===== src/rtl/core/teq_pkg.sv =====
// ============================================================================
// teq_pkg: timestamp-ordered event queue shared definitions
// Request codes, status codes, sequencer states and fixed field widths.
// ============================================================================
package teq_pkg;

    localparam int KEY_W        = 64;
    localparam int HANDLE_PORT_W = 16;

    typedef enum logic [1:0] {
        REQ_PUSH = 2'd0,
        REQ_POP  = 2'd1,
        REQ_PEEK = 2'd2
    } req_t;

    typedef enum logic [1:0] {
        STAT_OK    = 2'd0,
        STAT_EMPTY = 2'd1,
        STAT_FULL  = 2'd2
    } status_t;

    typedef enum logic [2:0] {
        S_IDLE,
        S_INSERT,
        S_PLACE,
        S_HEAD,
        S_SHIFT
    } state_t;

endpackage


===== src/rtl/core/timestamp_ordered_event_queue.sv =====
// ============================================================================
// timestamp_ordered_event_queue: sorted-array event queue
// Holds (timestamp, handle) words in one RAM sorted by ascending timestamp.
// ============================================================================
// Usage:
//   Request channel: drive req_type / new_timestamp / new_handle and raise
//   start; the word is taken on a rising edge with start high and busy low.
//   Result channel: done pulses for one cycle with status, head_timestamp,
//   head_handle, occupancy and queue_empty. There is no backpressure; the
//   receiver must take the word in that cycle.
// Sequencing:
//   push into an empty queue, full push, empty pop/peek, unused code:
//   done in the cycle after acceptance.
//   push into a non-empty queue: reads the tail, moves each larger key up
//   one slot walking toward the head, then writes the new word where the
//   walk stops. peek: reads slot 0. pop: reads slot 0, then every entry
//   slides down one slot. The RAM takes one write and one registered
//   read per cycle; a new request is accepted the cycle busy drops, which
//   is the cycle done is shown: one word per result back to back.
// Reset: the entry count goes to zero, the sequencer to idle; occupancy and
//   RAM contents are not cleared. Only slots below the count are ever read.
// Equal timestamps leave in arrival order (insert after every key <= new).
// ============================================================================
module timestamp_ordered_event_queue #(
    parameter int DEPTH       = 16,
    parameter int HANDLE_BITS = 16
) (
    input  logic                             clk,
    input  logic                             rst_n,
    input  logic                             start,
    output logic                             busy,
    input  logic [1:0]                       req_type,
    input  logic [teq_pkg::KEY_W-1:0]        new_timestamp,
    input  logic [teq_pkg::HANDLE_PORT_W-1:0] new_handle,
    output logic                             done,
    output teq_pkg::status_t                 status,
    output logic [teq_pkg::KEY_W-1:0]        head_timestamp,
    output logic [teq_pkg::HANDLE_PORT_W-1:0] head_handle,
    output logic [$clog2(DEPTH+1)-1:0]       occupancy,
    output logic                             queue_empty
);
    import teq_pkg::*;

    // stored handle bits: the port carries 16, HANDLE_BITS may keep fewer
    localparam int HW = (HANDLE_BITS < HANDLE_PORT_W) ? HANDLE_BITS : HANDLE_PORT_W;
    localparam int EW = KEY_W + HW;             // RAM word: {key, handle}
    localparam int AW = (DEPTH > 1) ? $clog2(DEPTH) : 1;
    localparam int CW = $clog2(DEPTH + 1);

    // ---------------- state ----------------
    state_t              state_reg, state_next;
    logic [1:0]          req_reg, req_next;
    logic [KEY_W-1:0]    key_reg, key_next;
    logic [HW-1:0]       hnd_reg, hnd_next;
    logic [CW-1:0]       count_reg, count_next;
    logic [AW-1:0]       pos_reg, pos_next;

    // result registers
    logic                      done_reg, done_next;
    status_t                   status_reg, status_next;
    logic [KEY_W-1:0]          head_ts_reg, head_ts_next;
    logic [HANDLE_PORT_W-1:0]  head_hd_reg, head_hd_next;
    logic [CW-1:0]             occ_reg, occ_next;

    // ---------------- RAM ----------------
    logic [EW-1:0]  store_mem [DEPTH];
    logic [EW-1:0]  rd_word_reg;
    logic           mem_we;
    logic [AW-1:0]  mem_waddr;
    logic [EW-1:0]  mem_wdata;
    logic [AW-1:0]  mem_raddr;

    logic [KEY_W-1:0] rd_key;
    logic [HW-1:0]    rd_hnd;
    logic             accept;

    assign rd_key = rd_word_reg[EW-1:HW];
    assign rd_hnd = rd_word_reg[HW-1:0];
    assign busy   = (state_reg != S_IDLE);
    assign accept = start && !busy;

    always_ff @(posedge clk)
    begin
        if (mem_we)
        begin
            store_mem[mem_waddr] <= mem_wdata;
        end
        rd_word_reg <= store_mem[mem_raddr];
    end

    // ---------------- next state ----------------
    always_comb
    begin
        state_next = state_reg;
        case (state_reg)
            S_IDLE:
            begin
                if (accept)
                begin
                    if (req_type == REQ_PUSH)
                    begin
                        if (count_reg != CW'(DEPTH) && count_reg != '0)
                        begin
                            state_next = S_INSERT;
                        end
                    end
                    else if (req_type == REQ_POP || req_type == REQ_PEEK)
                    begin
                        if (count_reg != '0)
                        begin
                            state_next = S_HEAD;
                        end
                    end
                end
            end
            S_INSERT:
            begin
                if (rd_key > key_reg)
                begin
                    if (pos_reg == AW'(1))
                    begin
                        state_next = S_PLACE;
                    end
                end
                else
                begin
                    state_next = S_IDLE;
                end
            end
            S_PLACE:
            begin
                state_next = S_IDLE;
            end
            S_HEAD:
            begin
                if (req_reg == REQ_POP && count_reg != CW'(1))
                begin
                    state_next = S_SHIFT;
                end
                else
                begin
                    state_next = S_IDLE;
                end
            end
            S_SHIFT:
            begin
                if (!(CW'(pos_reg) < count_reg - 1'b1))
                begin
                    state_next = S_IDLE;
                end
            end
            default:
            begin
                state_next = S_IDLE;
            end
        endcase
    end

    // ---------------- datapath / outputs ----------------
    always_comb
    begin
        req_next     = req_reg;
        key_next     = key_reg;
        hnd_next     = hnd_reg;
        count_next   = count_reg;
        pos_next     = pos_reg;
        mem_we       = 1'b0;
        mem_waddr    = pos_reg;
        mem_wdata    = rd_word_reg;
        mem_raddr    = pos_reg;
        done_next    = 1'b0;
        status_next  = status_reg;
        head_ts_next = head_ts_reg;
        head_hd_next = head_hd_reg;
        occ_next     = occ_reg;
        case (state_reg)
            S_IDLE:
            begin
                if (accept)
                begin
                    req_next = req_type;
                    key_next = new_timestamp;
                    hnd_next = new_handle[HW-1:0];
                    // default: immediate result with zero head fields
                    head_ts_next = '0;
                    head_hd_next = '0;
                    occ_next     = count_reg;
                    status_next  = STAT_OK;
                    case (req_type)
                        REQ_PUSH:
                        begin
                            if (count_reg == CW'(DEPTH))
                            begin
                                status_next = STAT_FULL;
                                done_next   = 1'b1;
                            end
                            else if (count_reg == '0)
                            begin
                                mem_we     = 1'b1;
                                mem_waddr  = '0;
                                mem_wdata  = {new_timestamp, new_handle[HW-1:0]};
                                count_next = CW'(1);
                                occ_next   = CW'(1);
                                done_next  = 1'b1;
                            end
                            else
                            begin
                                // start the walk from the tail
                                pos_next  = count_reg[AW-1:0];
                                mem_raddr = count_reg[AW-1:0] - 1'b1;
                            end
                        end
                        REQ_POP, REQ_PEEK:
                        begin
                            if (count_reg == '0)
                            begin
                                status_next = STAT_EMPTY;
                                done_next   = 1'b1;
                            end
                            else
                            begin
                                mem_raddr = '0;
                            end
                        end
                        default:
                        begin
                            done_next = 1'b1;
                        end
                    endcase
                end
            end
            S_INSERT:
            begin
                // rd_word_reg holds slot pos-1
                mem_we    = 1'b1;
                mem_waddr = pos_reg;
                if (rd_key > key_reg)
                begin
                    mem_wdata = rd_word_reg;
                    pos_next  = pos_reg - 1'b1;
                    mem_raddr = pos_reg - AW'(2);
                end
                else
                begin
                    mem_wdata  = {key_reg, hnd_reg};
                    count_next = count_reg + 1'b1;
                    occ_next   = count_reg + 1'b1;
                    done_next  = 1'b1;
                end
            end
            S_PLACE:
            begin
                mem_we     = 1'b1;
                mem_waddr  = pos_reg;
                mem_wdata  = {key_reg, hnd_reg};
                count_next = count_reg + 1'b1;
                occ_next   = count_reg + 1'b1;
                done_next  = 1'b1;
            end
            S_HEAD:
            begin
                head_ts_next = rd_key;
                head_hd_next = HANDLE_PORT_W'(rd_hnd);
                if (req_reg == REQ_POP)
                begin
                    if (count_reg == CW'(1))
                    begin
                        count_next = '0;
                        occ_next   = '0;
                        done_next  = 1'b1;
                    end
                    else
                    begin
                        pos_next  = AW'(1);
                        mem_raddr = AW'(1);
                    end
                end
                else
                begin
                    occ_next  = count_reg;
                    done_next = 1'b1;
                end
            end
            S_SHIFT:
            begin
                // rd_word_reg holds slot pos; move it down one
                mem_we    = 1'b1;
                mem_waddr = pos_reg - 1'b1;
                mem_wdata = rd_word_reg;
                if (CW'(pos_reg) < count_reg - 1'b1)
                begin
                    pos_next  = pos_reg + 1'b1;
                    mem_raddr = pos_reg + 1'b1;
                end
                else
                begin
                    count_next = count_reg - 1'b1;
                    occ_next   = count_reg - 1'b1;
                    done_next  = 1'b1;
                end
            end
            default:
            begin
            end
        endcase
    end

    // ---------------- control registers ----------------
    always_ff @(posedge clk or negedge rst_n)
    begin
        if (!rst_n)
        begin
            state_reg <= S_IDLE;
            count_reg <= '0;
            done_reg  <= 1'b0;
        end
        else
        begin
            state_reg <= state_next;
            count_reg <= count_next;
            done_reg  <= done_next;
        end
    end

    // payload registers
    always_ff @(posedge clk)
    begin
        req_reg     <= req_next;
        key_reg     <= key_next;
        hnd_reg     <= hnd_next;
        pos_reg     <= pos_next;
        status_reg  <= status_next;
        head_ts_reg <= head_ts_next;
        head_hd_reg <= head_hd_next;
        occ_reg     <= occ_next;
    end

    assign done           = done_reg;
    assign status         = status_reg;
    assign head_timestamp = head_ts_reg;
    assign head_handle    = head_hd_reg;
    assign occupancy      = occ_reg;
    assign queue_empty    = (occ_reg == '0);

endmodule


===== config.mk =====
export PLATFORM = sky130hd
export DESIGN_NAME = timestamp_ordered_event_queue
export DESIGN_NICKNAME = d
export VERILOG_FILES = /design/src/rtl/core/teq_pkg.sv /design/src/rtl/core/timestamp_ordered_event_queue.sv
export SDC_FILE = /design/constraint.sdc
export NUM_CORES = 2
export LEC_CHECK = 0
export ABC_AREA = 1
export BUFFER_PORTS_ARGS = -buffer_cell sky130_fd_sc_hd__buf_2
export CORE_MARGIN = 1
export CORE_UTILIZATION = 50
export CTS_BUF_LIST = sky130_fd_sc_hd__clkbuf_16
export DETAILED_ROUTE_END_ITERATION = 10
export MAX_ROUTING_LAYER = met4
export PLACE_DENSITY = 0.68
export SKIP_CTS_REPAIR_TIMING = 1
export SYNTH_ARGS = -nofsm -noshare
export SYNTH_HDL_FRONTEND = slang
export SYNTH_SLANG_ARGS = --single-unit

===== constraint.sdc =====
create_clock -name clk -period 7.05 [get_ports clk]
set_input_delay 0.3525 -clock clk [delete_from_list [all_inputs] [get_ports clk]]
set_output_delay 0.3525 -clock clk [all_outputs]
set_load 0.005 [all_outputs]

* Word level (Yosys, flattened, before mapping) *
Memories as Yosys holds them, arrays and structs flattened. A register that Yosys moved wholly into a read port is not among the register bits.
Index checks and enable logic that the tools add are counted.

storage, ports and cells
  register bits after elaboration = 182
  bits in writable memories = 1280
  word-level logic and storage cells = 138
  memories = 1

operators by class
  add/sub/neg operators = 6
  order comparisons = 2
  equality and inequality tests = 26
  mux-type cells = 70
  reduce and logical (&&, ||, !) cells = 22

memories
  memory     words  width  rd ports  clocked after memory_dff  write ports  line                                 text
  store_mem  16     80     1         1                         1            timestamp_ordered_event_queue.sv:66  logic [EW-1:0] store_mem [DEPTH];

operators by type and width
  kind                                                                 number
  80-bit two-way mux                                                   5
  80-bit case mux with 3 select lines                                  1
  64-bit case mux with 2 select lines                                  1
  4-bit two-way mux                                                    17
  64-bit > comparator                                                  1
  64-bit two-way mux                                                   1
  5-bit case mux with 5 select lines                                   2
  5-bit two-way mux                                                    9
  16-bit case mux with 2 select lines                                  1
  4-bit case mux with 4 select lines                                   2
  3-bit two-way mux                                                    9
  2-bit inequality test (second input constant)                        9
  6-bit AND reduction                                                  3
  16-bit two-way mux                                                   1
  4-bit case mux with 2 select lines                                   2
  3-bit inequality test (second input constant)                        5
  1-bit two-way mux                                                    13
  3-bit case mux with 4 select lines                                   1
  5-bit logical NOT                                                    2
  5-bit nonzero test                                                   2
  4-bit by 1-bit subtractor with 4-bit output (second input constant)  2
  3-bit by 2-bit == test with 1-bit output (second input constant)     2
  5-bit by 1-bit adder with 5-bit output (second input constant)       1
  5-bit by 1-bit == test with 1-bit output (second input constant)     1
  other kinds (28)                                                     33

* Longest topological paths before layout *
  word-level depth = 8
  depth in mapped cells = 27
  gate-level depth less buffers = 25

* Least setup slack after synthesis *
No wires, ideal clock.

  path type = register -> register
  start = register count_reg[0]
  end = memory store_mem[14][0] (netlist name) (enable)
  arrival = 5.223 ns
  setup slack = 1.308 ns
  cell stages (with the launch flop) = 12
  buffers on the path = 1
  cell sequence = dfrtp_1 inv_1 ha_1 nand3_1 nor2_1 inv_1 nor2_1 clkbuf_1 nor2_1 nor2_1 nand2_1 nor2_1

between the ends
  cells in the longest elaborated chain, start to end = 8

RTL lines
  element                                  line                                  text
  start, declared                          timestamp_ordered_event_queue.sv:55   logic [CW-1:0] count_reg, count_next;
  start signal, assigned                   timestamp_ordered_event_queue.sv:320  count_reg <= count_next;
  5-bit logical NOT                        timestamp_ordered_event_queue.sv:197  else if (count_reg == '0)
  1-bit two-way mux                        timestamp_ordered_event_queue.sv:197
  1-bit two-way mux                        timestamp_ordered_event_queue.sv:192  if (count_reg == CW'(DEPTH))
  1-bit two-way mux                        timestamp_ordered_event_queue.sv:189  case (req_type)
  1-bit two-way mux                        timestamp_ordered_event_queue.sv:179  if (accept)
  1-bit case mux with 2 select lines       timestamp_ordered_event_queue.sv:176  case (state_reg)
  1-bit two-way mux                        timestamp_ordered_event_queue.sv:84   if (mem_we)
  1-bit two-way mux (not written as such)  timestamp_ordered_event_queue.sv:86   store_mem[mem_waddr] <= mem_wdata;
  end, declared                            timestamp_ordered_event_queue.sv:66

Parallel ways exist; a longest one is shown, timed or not.

* Worst setup path in the final report *
  start = register key_reg[62]
  end = register rd_word_reg[8] (read register of store_mem)

between the ends
  cells in the longest elaborated chain, start to end = 3

RTL lines
  element                             line                                  text
  start, declared                     timestamp_ordered_event_queue.sv:53   logic [KEY_W-1:0] key_reg, key_next;
  start signal, assigned              timestamp_ordered_event_queue.sv:329  key_reg <= key_next;
  64-bit > comparator                 timestamp_ordered_event_queue.sv:237  if (rd_key > key_reg)
  4-bit two-way mux                   timestamp_ordered_event_queue.sv:237
  4-bit case mux with 4 select lines  timestamp_ordered_event_queue.sv:176
  end, declared                       timestamp_ordered_event_queue.sv:67   logic [EW-1:0] rd_word_reg;

Every way passes these cells.
A chain may end at the register's enable or synchronous reset.

==> results.ini <==
[clock_tree]
cts_buffer_depth = 3
cts_buffers = 160
path_clk_slew_ps = 60
clockRootBuffer = clkbuf_16
h-tree-depth = 4
clkLatencyLatePin_ps = 800
cts_tree = yes
clock_sinks = 1542

[worst_setup_path]
worstPathMaxFanout = 92
arrival_ps = 5980
worst_setup_path_start_kind = flop
cp-end-kind = flop
required_ps = 7720
worst-setup-path-type = reg2reg

[synthesis]
synthesis.nets = 6550
syn_avg_cell_area_um2 = 10.5
yosys-top-cells-area = edfxtp_1, nand2_1, nand3_1
seq_area_frac_synth = 0.676
syn_inst = 6387
ys_ff_latch = 1542
synth_top_area_frac = 0.649
yosys.area.top_type = edfxtp_1
yosysWarningCount = 0
synth_edf_count = 1453
synth_common_cells = nand2_1, edfxtp_1, nand3_1, inv_1, o21ai_0
syn_area_um2 = 67300
synth.most_common_cell = nand2_1
ys_types = 46
ys.flop_type = edfxtp_1
async_reset_ff_frac = 0.00584

[global_routing]
grt_pass1_vias = 44400
grt_pass1_wl_um = 279000
antenna_found_initial = 10
grt_usage = 0.283
grt.overflow.total = 0
grt_max_degree = 192

[timing]
worst_pin_slew_ps = 1410
maxSlewViolCount = 0
finalHoldViolCount = 0
period_share = 0.753
setup_viol = 0
fin_crit_ps = 5310
setup_tns_ps = 0
relSlewSlack = 0.0559
clock_skew_ps = 25.5
clock.fmax_ghz = 0.188
rsz0062_at_grt = no

[floorplan]
fp.dieW_um = 369
dieHeight_um = 369
rows = 134
core_um2 = 133000
io_pins = 175
dieArea_um2 = 136000
start_util = 0.504

[cells_and_area]
nets = 6717
largest_reg_flops = 1280
final_cell_area_um2 = 76100
drive_above_1_share = 0.0838
synthToLayoutAreaGrowth_pct = 13.2

[routing]
drtPass1Iterations = 6
vias = 47800
wl_per_cell_um = 22.3
routed_via_density = 5.66
drc = 0
wirelength_um = 189000
antenna_left = 0
drt_iter0_markers = 5701

[status]
outcome = finished clean

[place]
portBuffers = 174
dpl_cell_area_um2 = 70300
dpl.hpwl_um = 96600
globalplace.congestion = 0.902

[hold_path]
min_path_type = in2reg

[job]
drv_cap = 0

-- final timing paths --
kind	slack (ps)	startpoint	depth (start not counted)	end
worst min register to register	560	rd_word_reg[6]	2	head_handle[6]
worst max register to register	1740	key_reg[62]	19	rd_word_reg[8]
max in group asynchronous	6160	rst_n	3	count_reg[4]
min in group asynchronous	570	rst_n	3	state_reg[0]
worst min-delay path	220	start	3	pos_reg[1]
worst max-delay path	1740	key_reg[62]	19	rd_word_reg[8]
-- critical path: stages, from the launching register on --
cell	delay [ps]
edfxtp_1	350
inv_1	50
ha_1	300
nand4_1	200
nor2_1	280
nand2_1	100
nor2_1	440
nand4_1	400
nand2_1	240
nand2_1	150
nand2_1	220
nand2_8	300
nand2_8	560
buf_12	490
buf_4	600
nand2_1	100
nand3_1	100
nand2_1	70
nand2_1	60
nand2_1	70
-- area by class of cell --
class / count / area [um2]
multi-input cells: 3713 / 17500
well taps: 1768 / 2210
repair buffers: 378 / 3080
inverters: 759 / 2870
diodes: 7 / 17.5
clock buffers: 167 / 4180
fillers: 11000 / 57300
clock inverters: 122 / 798
flip-flops and latches: 1542 / 45500
-- metal layers --
layer	track usage	vias to the layer above	wire (um)
met3	0.0509	347	20300
met4	0.0958	0	5520
met1	0.392	23100	77000
li1	-	21900	-
met5	-	-	0
met2	0.421	2495	85700
-- logic make-up after synthesis --
| family | share of synthesized area |
|---|---|
| adders and majority gates | 0.0145 |
| DFF | 0.676 |
| and+or+nand+nor | 0.195 |
| buffers and inverters | 0.0671 |
| xor gates and xnor gates | 0.00104 |
| AOI/OAI and AO/OA | 0.0466 |
-- per-stage QoR --
| stage | hold WS [ps] | std cells | worst slack (ps) | utilization |
|---|---|---|---|---|
| 2_1_floorplan | 56.9 | 6387 | 1310 | - |
| 3_3_place_gp | 217 | 8076 | 1940 | 0.527 |
| 3_5_place_dp | 220 | 8076 | 1810 | 0.527 |
| 4_1_cts | -643 | 8365 | 1780 | 0.564 |
| 5_1_grt | 178 | 8456 | 1410 | 0.571 |
| 6_report | 218 | 8456 | 1740 | 0.571 |
-- cell usage in the layout (no fill, tap or decap), types with 4 or more instances in the layout --
cell	Yosys	final
nor2_1	144	125
a32oi_1	26	26
buf_12	0	37
a22oi_1	45	45
nand2_2	6	4
edfxtp_1	1453	1453
clkinv_1	1	33
nand2_4	0	4
bufinv_16	0	10
nor3_1	4	4
clkbuf_16	0	167
buf_2	172	174
dfrtp_1	9	9
o221ai_1	9	9
nor2_4	2	21
dfxtp_1	80	80
ha_1	78	78
buf_4	9	83
a21oi_1	70	70
dlygate4sd3_1	0	84
inv_2	10	6
o2111ai_1	9	9
clkinv_2	0	28
o21ai_0	235	232
diode_2	0	7
nand4_1	14	14
o211ai_1	5	5
o22ai_1	4	4
nand2_1	1894	1889
inv_6	0	6
nand3_1	896	895
xor2_1	6	6
nand3b_1	97	97
o21ai_1	140	143
inv_1	748	791
Power is not shown: default switching activity piles up to over one toggle a cycle in this logic, so the estimate is an artifact.
